$ cat config.mk
export PLATFORM = sky130hd
export DESIGN_NAME = multicast_hash_filter_builder
export DESIGN_NICKNAME = d
export VERILOG_FILES = /design/src/mhfb_pkg.sv /design/src/mhfb_front.sv /design/src/mhfb_queue.sv /design/src/mhfb_back.sv /design/src/multicast_hash_filter_builder.sv
export SDC_FILE = /design/constraint.sdc
export NUM_CORES = 1
export LEC_CHECK = 0
export BUFFER_PORTS_ARGS = -buffer_cell sky130_fd_sc_hd__buf_2
export CAP_MARGIN = 30
export CELL_PAD_IN_SITES_DETAIL_PLACEMENT = 0
export CELL_PAD_IN_SITES_GLOBAL_PLACEMENT = 1
export CORE_MARGIN = 2
export CORE_UTILIZATION = 40
export DETAILED_ROUTE_END_ITERATION = 6
export GPL_ROUTABILITY_DRIVEN = 1
export PLACE_DENSITY_LB_ADDON = 0.12
export SLEW_MARGIN = 40
export SYNTH_ARGS = -nofsm -noshare
export SYNTH_HDL_FRONTEND = slang
export SYNTH_SLANG_ARGS = --single-unit
$ cat constraint.sdc
create_clock -name clk -period 3.55 [get_ports clk]
set_input_delay 0.355 -clock clk [delete_from_list [all_inputs] [get_ports clk]]
set_output_delay 0.355 -clock clk [all_outputs]
set_load 0.02 [all_outputs]
$ cat src/mhfb_pkg.sv
// Shared types and constants for the multicast hash filter builder.
// Holds the item/result structs, the queue command, and the CRC-32 hash tables.
// No dependencies.
`timescale 1ns / 1ps
`default_nettype none

package mhfb_pkg;

	localparam logic [31:0] CRC_POLY  = 32'h04C1_1DB7;
	localparam int          ADDR_W    = 48;
	localparam int          COUNT_W   = 12;
	localparam int          IDX_W     = 6;
	localparam int          HALF_W    = 32;
	localparam int          CFG_IDX_W = 1;
	localparam int          CFG_DATA_W = 12;
	localparam logic [COUNT_W-1:0] FILTER_LIMIT_RST = 12'd32;

	// Configuration register indexes
	localparam logic [CFG_IDX_W-1:0] REG_FILTER_LIMIT = 1'd0;
	localparam logic [CFG_IDX_W-1:0] REG_ACCEPT_ALL   = 1'd1;

	typedef struct packed {
		logic [ADDR_W-1:0]  address;
		logic [COUNT_W-1:0] list_count;
	} item_t;

	typedef struct packed {
		logic [IDX_W-1:0]  hash_index;
		logic [HALF_W-1:0] filter_low;
		logic [HALF_W-1:0] filter_high;
		logic              all_accepted;
	} result_t;

	// Classified command handed from front to back
	typedef struct packed {
		logic [IDX_W-1:0] hash_index;
		logic             set_bit;
		logic             over;
	} cmd_t;

	typedef struct packed {
		logic empty;
		logic full;
	} queue_status_t;

	// Bit-serial CRC, LSB-first data; only evaluated at elaboration
	function automatic logic [31:0] crc_run(logic [31:0] init, logic [ADDR_W-1:0] data);
		logic [31:0] crc;
		logic        top;
		crc = init;
		for (int i = 0; i < ADDR_W; i++) begin
			top = crc[31];
			crc = {crc[30:0], 1'b0};
			if (top ^ data[i]) begin
				crc = crc ^ CRC_POLY;
			end
		end
		return crc;
	endfunction

	// Per output bit: which address bits feed its parity
	function automatic logic [IDX_W-1:0][ADDR_W-1:0] hash_masks();
		logic [IDX_W-1:0][ADDR_W-1:0] m;
		logic [31:0]                  c;
		m = '0;
		for (int b = 0; b < ADDR_W; b++) begin
			c = crc_run(32'd0, ADDR_W'(1) << b);
			for (int k = 0; k < IDX_W; k++) begin
				m[k][b] = c[32-IDX_W+k];
			end
		end
		return m;
	endfunction

	localparam logic [31:0] CRC_OF_ZERO = crc_run(32'hFFFF_FFFF, '0);
	localparam logic [IDX_W-1:0][ADDR_W-1:0] HASH_MASK = hash_masks();
	localparam logic [IDX_W-1:0] HASH_INIT = CRC_OF_ZERO[31:32-IDX_W];

	// Top six CRC bits as one parity tree per bit
	function automatic logic [IDX_W-1:0] hash_of(logic [ADDR_W-1:0] addr);
		logic [IDX_W-1:0] idx;
		for (int k = 0; k < IDX_W; k++) begin
			idx[k] = HASH_INIT[k] ^ (^(addr & HASH_MASK[k]));
		end
		return idx;
	endfunction

endpackage

`default_nettype wire

$ cat src/mhfb_front.sv
// Front end: accepts address items, hashes them and classifies against the limit.
// Depends on mhfb_pkg; pushes cmd_t commands into mhfb_queue.
`timescale 1ns / 1ps
`default_nettype none

module mhfb_front
	import mhfb_pkg::*;
(
	input  wire logic                       item_valid,
	output logic                            item_stall,
	input  wire item_t                      item,
	input  wire logic [COUNT_W-1:0]         filter_limit,
	input  wire queue_status_t              q_status,
	output logic                            push,
	output cmd_t                            push_cmd
);

	logic over;

	assign over       = item.list_count > filter_limit;
	assign item_stall = q_status.full;
	assign push       = item_valid && !q_status.full;

	always_comb begin
		push_cmd.hash_index = hash_of(item.address);
		push_cmd.over       = over;
		// empty list hashes nothing
		push_cmd.set_bit    = !over && (item.list_count != '0);
	end

endmodule

`default_nettype wire

$ cat src/mhfb_queue.sv
// Small FIFO of classified commands between front and back.
// Depends on mhfb_pkg for cmd_t and queue_status_t.
`timescale 1ns / 1ps
`default_nettype none

module mhfb_queue
	import mhfb_pkg::*;
#(
	parameter int DEPTH = 2
) (
	input  wire logic    clk,
	input  wire logic    arst_n,
	input  wire logic    push,
	input  wire cmd_t    push_cmd,
	input  wire logic    pop,
	output cmd_t         head,
	output queue_status_t status
);

	localparam int PTR_W = (DEPTH > 1) ? $clog2(DEPTH) : 1;
	localparam int CNT_W = $clog2(DEPTH + 1);

	cmd_t             entries_q [DEPTH];
	logic [PTR_W-1:0] wr_ptr_q;
	logic [PTR_W-1:0] rd_ptr_q;
	logic [CNT_W-1:0] count_q;

	function automatic logic [PTR_W-1:0] next_ptr(logic [PTR_W-1:0] p);
		return (p == PTR_W'(DEPTH - 1)) ? '0 : p + PTR_W'(1);
	endfunction

	assign status.empty = (count_q == '0);
	assign status.full  = (count_q == CNT_W'(DEPTH));
	assign head         = entries_q[rd_ptr_q];

	always_ff @(posedge clk) begin
		if (push) begin
			entries_q[wr_ptr_q] <= push_cmd;
		end
	end

	always_ff @(posedge clk or negedge arst_n) begin
		if (!arst_n) begin
			wr_ptr_q <= '0;
			rd_ptr_q <= '0;
			count_q  <= '0;
		end else begin
			if (push) begin
				wr_ptr_q <= next_ptr(wr_ptr_q);
			end
			if (pop) begin
				rd_ptr_q <= next_ptr(rd_ptr_q);
			end
			if (push && !pop) begin
				count_q <= count_q + CNT_W'(1);
			end else if (pop && !push) begin
				count_q <= count_q - CNT_W'(1);
			end
		end
	end

endmodule

`default_nettype wire

$ cat src/mhfb_back.sv
// Back end: applies commands to the 64-bit hash filter and registers the result.
// Depends on mhfb_pkg; pops commands from mhfb_queue.
`timescale 1ns / 1ps
`default_nettype none

module mhfb_back
	import mhfb_pkg::*;
(
	input  wire logic          clk,
	input  wire logic          arst_n,
	input  wire cmd_t          head,
	input  wire queue_status_t q_status,
	input  wire logic          accept_all,
	output logic               pop,
	output logic               result_valid,
	input  wire logic          result_stall,
	output result_t            result
);

	logic [2*HALF_W-1:0] filter_q;
	logic [2*HALF_W-1:0] filter_next;
	logic [2*HALF_W-1:0] effective;
	logic                all_on;
	logic                result_valid_q;
	result_t             result_q;

	assign pop = !q_status.empty && (!result_valid_q || !result_stall);

	always_comb begin
		filter_next = filter_q;
		if (head.set_bit) begin
			filter_next = filter_q | ((2*HALF_W)'(1) << head.hash_index);
		end
		all_on    = head.over || accept_all;
		effective = all_on ? '1 : filter_next;
	end

	always_ff @(posedge clk or negedge arst_n) begin
		if (!arst_n) begin
			filter_q       <= '0;
			result_valid_q <= 1'b0;
		end else begin
			if (pop) begin
				filter_q       <= filter_next;
				result_valid_q <= 1'b1;
			end else if (!result_stall) begin
				result_valid_q <= 1'b0;
			end
		end
	end

	always_ff @(posedge clk) begin
		if (pop) begin
			result_q.hash_index   <= head.hash_index;
			result_q.filter_low   <= effective[HALF_W-1:0];
			result_q.filter_high  <= effective[2*HALF_W-1:HALF_W];
			result_q.all_accepted <= all_on;
		end
	end

	assign result_valid = result_valid_q;
	assign result       = result_q;

endmodule

`default_nettype wire

$ cat src/multicast_hash_filter_builder.sv
// Multicast hash filter builder: CRC-32 based 64-bit multicast hash filter.
// Depends on mhfb_pkg, mhfb_front, mhfb_queue and mhfb_back.
//
// Usage:
//   item channel (item_valid / item_stall / item): one multicast address plus
//   the length of its list per transaction. The address is hashed with the
//   Ethernet CRC-32 and the top six CRC bits pick one bit of the filter.
//   result channel (result_valid / result_stall / result): one transaction per
//   item, in order, with the hash index and the filter to program.
//   cfg port (cfg_we / cfg_index / cfg_data): filter_limit at index 0,
//   accept_all at index 1. Write only while the block is idle.
// Path: the command is written into the queue at the accepting edge, then popped
//   into the output register, which raises result_valid, once that register is
//   empty or its result is being taken.
// Throughput: one item per cycle while the queue has room; the hash is a parity
//   tree per index bit and the filter update is a single OR, both combinational.
// Reset: filter clears to zero, filter_limit returns to 32, accept_all to 0,
//   the queue and output register empty.
// Stall: a stalled result holds in the output register; the queue absorbs
//   up to QUEUE_DEPTH more items, then item_stall rises.
`timescale 1ns / 1ps
`default_nettype none

module multicast_hash_filter_builder
	import mhfb_pkg::*;
#(
	parameter int QUEUE_DEPTH = 2
) (
	input  wire logic                  clk,
	input  wire logic                  arst_n,
	input  wire logic                  item_valid,
	output logic                       item_stall,
	input  wire item_t                 item,
	output logic                       result_valid,
	input  wire logic                  result_stall,
	output result_t                    result,
	input  wire logic                  cfg_we,
	input  wire logic [CFG_IDX_W-1:0]  cfg_index,
	input  wire logic [CFG_DATA_W-1:0] cfg_data
);

	logic [COUNT_W-1:0] filter_limit_q;
	logic               accept_all_q;
	queue_status_t      q_status;
	logic               push;
	logic               pop;
	cmd_t               push_cmd;
	cmd_t               head;

	// Configuration registers; writes to unused indexes drop
	always_ff @(posedge clk or negedge arst_n) begin
		if (!arst_n) begin
			filter_limit_q <= FILTER_LIMIT_RST;
			accept_all_q   <= 1'b0;
		end else if (cfg_we) begin
			case (cfg_index)
				REG_FILTER_LIMIT: filter_limit_q <= cfg_data[COUNT_W-1:0];
				REG_ACCEPT_ALL:   accept_all_q   <= cfg_data[0];
				default:          ;
			endcase
		end
	end

	// Hash and classify each incoming transaction
	mhfb_front u_front (
		.item_valid   (item_valid),
		.item_stall   (item_stall),
		.item         (item),
		.filter_limit (filter_limit_q),
		.q_status     (q_status),
		.push         (push),
		.push_cmd     (push_cmd)
	);

	// Decouple front and back
	mhfb_queue #(
		.DEPTH (QUEUE_DEPTH)
	) u_queue (
		.clk      (clk),
		.arst_n   (arst_n),
		.push     (push),
		.push_cmd (push_cmd),
		.pop      (pop),
		.head     (head),
		.status   (q_status)
	);

	// Update the filter and drive the result register
	mhfb_back u_back (
		.clk          (clk),
		.arst_n       (arst_n),
		.head         (head),
		.q_status     (q_status),
		.accept_all   (accept_all_q),
		.pop          (pop),
		.result_valid (result_valid),
		.result_stall (result_stall),
		.result       (result)
	);

	// A popped command always lands in the output register
	a_pop_fills_result: assert property (@(posedge clk) disable iff (!arst_n)
		pop |=> result_valid)
		else $error("popped command did not produce a result");

	// All-accept reports must carry an all-ones filter
	a_all_ones: assert property (@(posedge clk) disable iff (!arst_n)
		(result_valid && result.all_accepted) |->
		(result.filter_low == '1 && result.filter_high == '1))
		else $error("all_accepted without all-ones filter");

	// Queue cannot be empty and full at once, and never pops while empty
	a_queue_sane: assert property (@(posedge clk) disable iff (!arst_n)
		!(q_status.empty && q_status.full) && !(pop && q_status.empty))
		else $error("queue status inconsistent");

	// Front pushes only when the queue has room
	a_no_overflow: assert property (@(posedge clk) disable iff (!arst_n)
		push |-> !q_status.full)
		else $error("push into full queue");

endmodule

`default_nettype wire

==> run summary <==
## Critical path
* R2R setup slack: 1180 ps
* Worst Reg2Reg Path Length in Cells: 4
* critical path arrival: 2650 ps
* Cell Chain, Critical Path: mux2i_2 > inv_2 > nor3_2 > a211o_1
* worst reg2reg path endpoint: u_back.result[28]
* critical path startpoint: u_queue.rd_ptr_q
* capture point of the worst path: u_back.result[28]
* nature of the critical path endpoint: flip-flop
* buffer and inverter count on the worst path: 1
* critical path class: reg -> reg
* slowest cell delay on critical path: 670 ps
* critical path startpoint category: flip-flop
* worst reg2reg startpoint: u_queue.rd_ptr_q
* data required time at the worst endpoint: 3830 ps
* number of stages on the worst setup path: 4
* master of the slowest instance on the critical path: sky130_fd_sc_hd__dfrtp_2
* maximum net fanout on the critical path: 25
* Top Family by Delay on Critical Path: flip-flops

## Logic synthesis
* Post-Synth Simple-Gate Area: 0.04781
* number of unique standard cell types used by synthesis: 44
* largest cells by area after synthesis: sky130_fd_sc_hd__edfxtp_1, sky130_fd_sc_hd__dfrtp_1, sky130_fd_sc_hd__a211o_1
* Synth Area in XOR/XNOR: 0.08925
* number of nets produced by synthesis: 642
* synthesized instance count: 551
* Post-synth EDFFs: 87
* most frequently used cell type in the post-synthesis netlist: sky130_fd_sc_hd__edfxtp_1
* cell taking the most area after synthesis: sky130_fd_sc_hd__edfxtp_1
* Main synth FF type: sky130_fd_sc_hd__edfxtp_1
* synthesized area divided by synthesized cell count: 13.54 µm²
* post-synthesis share of cell area spent on full adders, half adders and majority gates: 0.02181
* YS warnings: 0
* number of register bits inferred by synthesis: 169
* async set or reset register ratio after synthesis: 0.4852
* fraction of synthesized cell area taken by the top area cell type: 0.3503
* mux contribution to synthesized area: 0.007885
* fraction of the mapped netlist area in compound gates: 0.1790
* combinational family with the most area after synthesis: compound AO/OA/AOI/OAI gates
* ranking of synthesized cells by instance count: sky130_fd_sc_hd__edfxtp_1, sky130_fd_sc_hd__dfrtp_1, sky130_fd_sc_hd__a211o_1, sky130_fd_sc_hd__xnor2_1, sky130_fd_sc_hd__a21o_1
* fraction of the yosys area taken by sequential cells: 0.6256
* post-synthesis cell area: 7458 µm²

## Route
* drt total wl: 15600 µm
* Vias/cell: 5.099
* Detail Route Antenna Nets: 0
* DRC violation total after the first TritonRoute iteration: 266
* Remaining DRCs: 0
* Detailed Routing Iterations Pass 1: 4
* post-detailed-route wirelength per cell: 16.56 µm
* via count: 4803

## Final layout
* register cell area after layout: 4667 µm²
* number of nets in the layout: 791
* multi-input logic area: 2608 µm²
* synthesis-to-finish area growth: 21.81%
* Layout fillers: 1609
* Antenna Diode Count: 0
* Design Area, Final: 9085 µm²
* Core Util, Final: 0.5006
* fraction of layout instances using a drive strength above 1: 0.3114
* Final Non-Filler Cells: 942

## STA
* headroom to the max-slew limit: 0.4792
* Final WS setup: 1176 ps
* clock period minus worst slack: 2374 ps
* setup repair after global routing missed its margin: false
* Peak Freq: 421.3 MHz
* endpoints failing hold: 0
* Worst-Margin Slew: 781.1 ps
* clock skew: 8.446 ps
* worst hold slack: 138.4 ps
* share of the clock period used by the worst path after layout: 0.6687
* Setup Viol. Count Final: 0
* Slew Viols, Final: 0
* sum of negative setup slack: 0 ps

## Die
* row count: 49
* core region area: 18150 µm²
* Chip Width: 140.6 µm
* number of primary I/O pins: 151
* Die ar.: 19750 µm²
* DIE HEIGHT: 140.6 µm
* Initial Utilization: 0.4110

## GRT
* maximum number of pins on one net before global-route repair: 85
* initial antenna violation count: 0
* global-route wire length before repair: 25300 µm
* global router's overall resource usage: 0.1650
* number of global-route vias before repair: 4932
* final global-route overflow total: 0

## Place
* cell count after placement: 909
* post-placement setup slack: 932.5 ps
* # port buffers: 147
* final weighted congestion of routability-driven global placement: 0.8526
* cell area reported after detailed placement: 8453 µm²
* HPWL Detailed: 10950 µm

## Clocking
* count of clock tree sinks: 169
* htree depth: 4
* CTS buffer count: 17
* clock tree from TritonCTS: done
* number of instances resized during post-cts repair: 0
* buffer depth of the longest clock path: 2
* clock network latency to the later pin of the worst-skew pair: 420 ps
* CTS root buf: sky130_fd_sc_hd__clkbuf_16
* count of buffers added by post-CTS timing repair for setup: 0
* clk slew on worst S/H paths: 70 ps

## Run status
* outcome: completed

## Run
* number of maximum-capacitance constraint violations: 0

## Power
* power per unit of standard cell area: 869.2 nW/µm²
* Max rail drop VDD: 0.0003760 V
* total power draw: 7.896 mW
* leak pwr: 4.250 nW

## Hold path
* classification of the worst-slack hold path: in -> reg

flip-flops by register name, summed over array words and instances, names as in the netlist:
signal	count
u_back.result	71
u_back.filter_q	64
u_queue.entries_q	16
filter_limit_q	12
u_queue.count_q	2
accept_all_q	1
u_back.result_valid	1
u_queue.rd_ptr_q	1
u_queue.wr_ptr_q	1
layout make-up:
class                   count  share of cell area
multi-input cells         331              0.2870
clock buffers              17             0.04683
well taps                 229             0.03154
inverters                  23            0.009503
repair buffers            158             0.09145
clock inverters            15             0.01997
flip-flops and latches    169              0.5137
layout by cell type, fill, tap and decap left out, drive strengths merged, types with 15 or more instances in the layout:
cell,count
buf,157
nand2,21
xnor2,61
edfxtp,87
a211o,65
xor2,15
dfrtp,81
inv,31
nor2,20
a21o,56
clkbuf,17
logic make-up (layout without fill, tap and decap cells):
family                   count (synthesis)  in the layout
multiplexers                             5              5
AND/OR/NAND/NOR                         72             72
AO/OA/AOI/OAI                          165            165
flip-flops                             169            169
XOR/XNOR                                76             76
adder cells (fa/ha/maj)                 13             13
buffers and inverters                   51            213
worst min path at each step:
stage                        start                  end  slack, ps  cells past startpoint
3_5_place_dp                arst_n    filter_limit_q[1]        410                      1
4_1_cts                cfg_data[4]    filter_limit_q[4]        120                      3
6_report               cfg_data[4]    filter_limit_q[4]        140                      3
3_3_place_gp   u_back.filter_q[54]  u_back.filter_q[54]        440                      1
2_1_floorplan               arst_n         accept_all_q         60                      0
5_1_grt                cfg_data[8]    filter_limit_q[8]        140                      3
worst reg2reg max path: cells and delay by family (launching register included):
kind / cells / cell delay (ps)
buffers and inverters: 1 / 190
muxes: 1 / 660
AOI/OAI and AO/OA: 1 / 220
and+or+nand+nor: 1 / 490
DFF: 1 / 670
report_power, final:
| group | leakage, nW | total [mW] | switching [mW] | internal (mW) |
|---|---|---|---|---|
| Combinational | 2.10 | 2.69 | 1.69 | 0.997 |
| Clock | 0.290 | 1.87 | 0.804 | 1.07 |
| Sequential | 1.86 | 3.34 | 0.351 | 2.99 |
| Total | 4.25 | 7.90 | 2.84 | 5.05 |
routing by layer:
layer / up-vias / track usage / routed length, µm
li1: 2322 / - / -
met1: 2352 / 0.2066 / 6917
met2: 123 / 0.2869 / 7817
met3: 6 / 0.04068 / 766
met4: 0 / 0.04474 / 99
met5: - / 0 / 0
what timing repair did:
| action | CTS | global route |
|---|---|---|
| hold buffers | 1 | 0 |
| setup endpoints to repair | 0 | 0 |
| hold endpoints to repair | 62 | 0 |
Note: power is estimated with default switching activity, not from simulation.
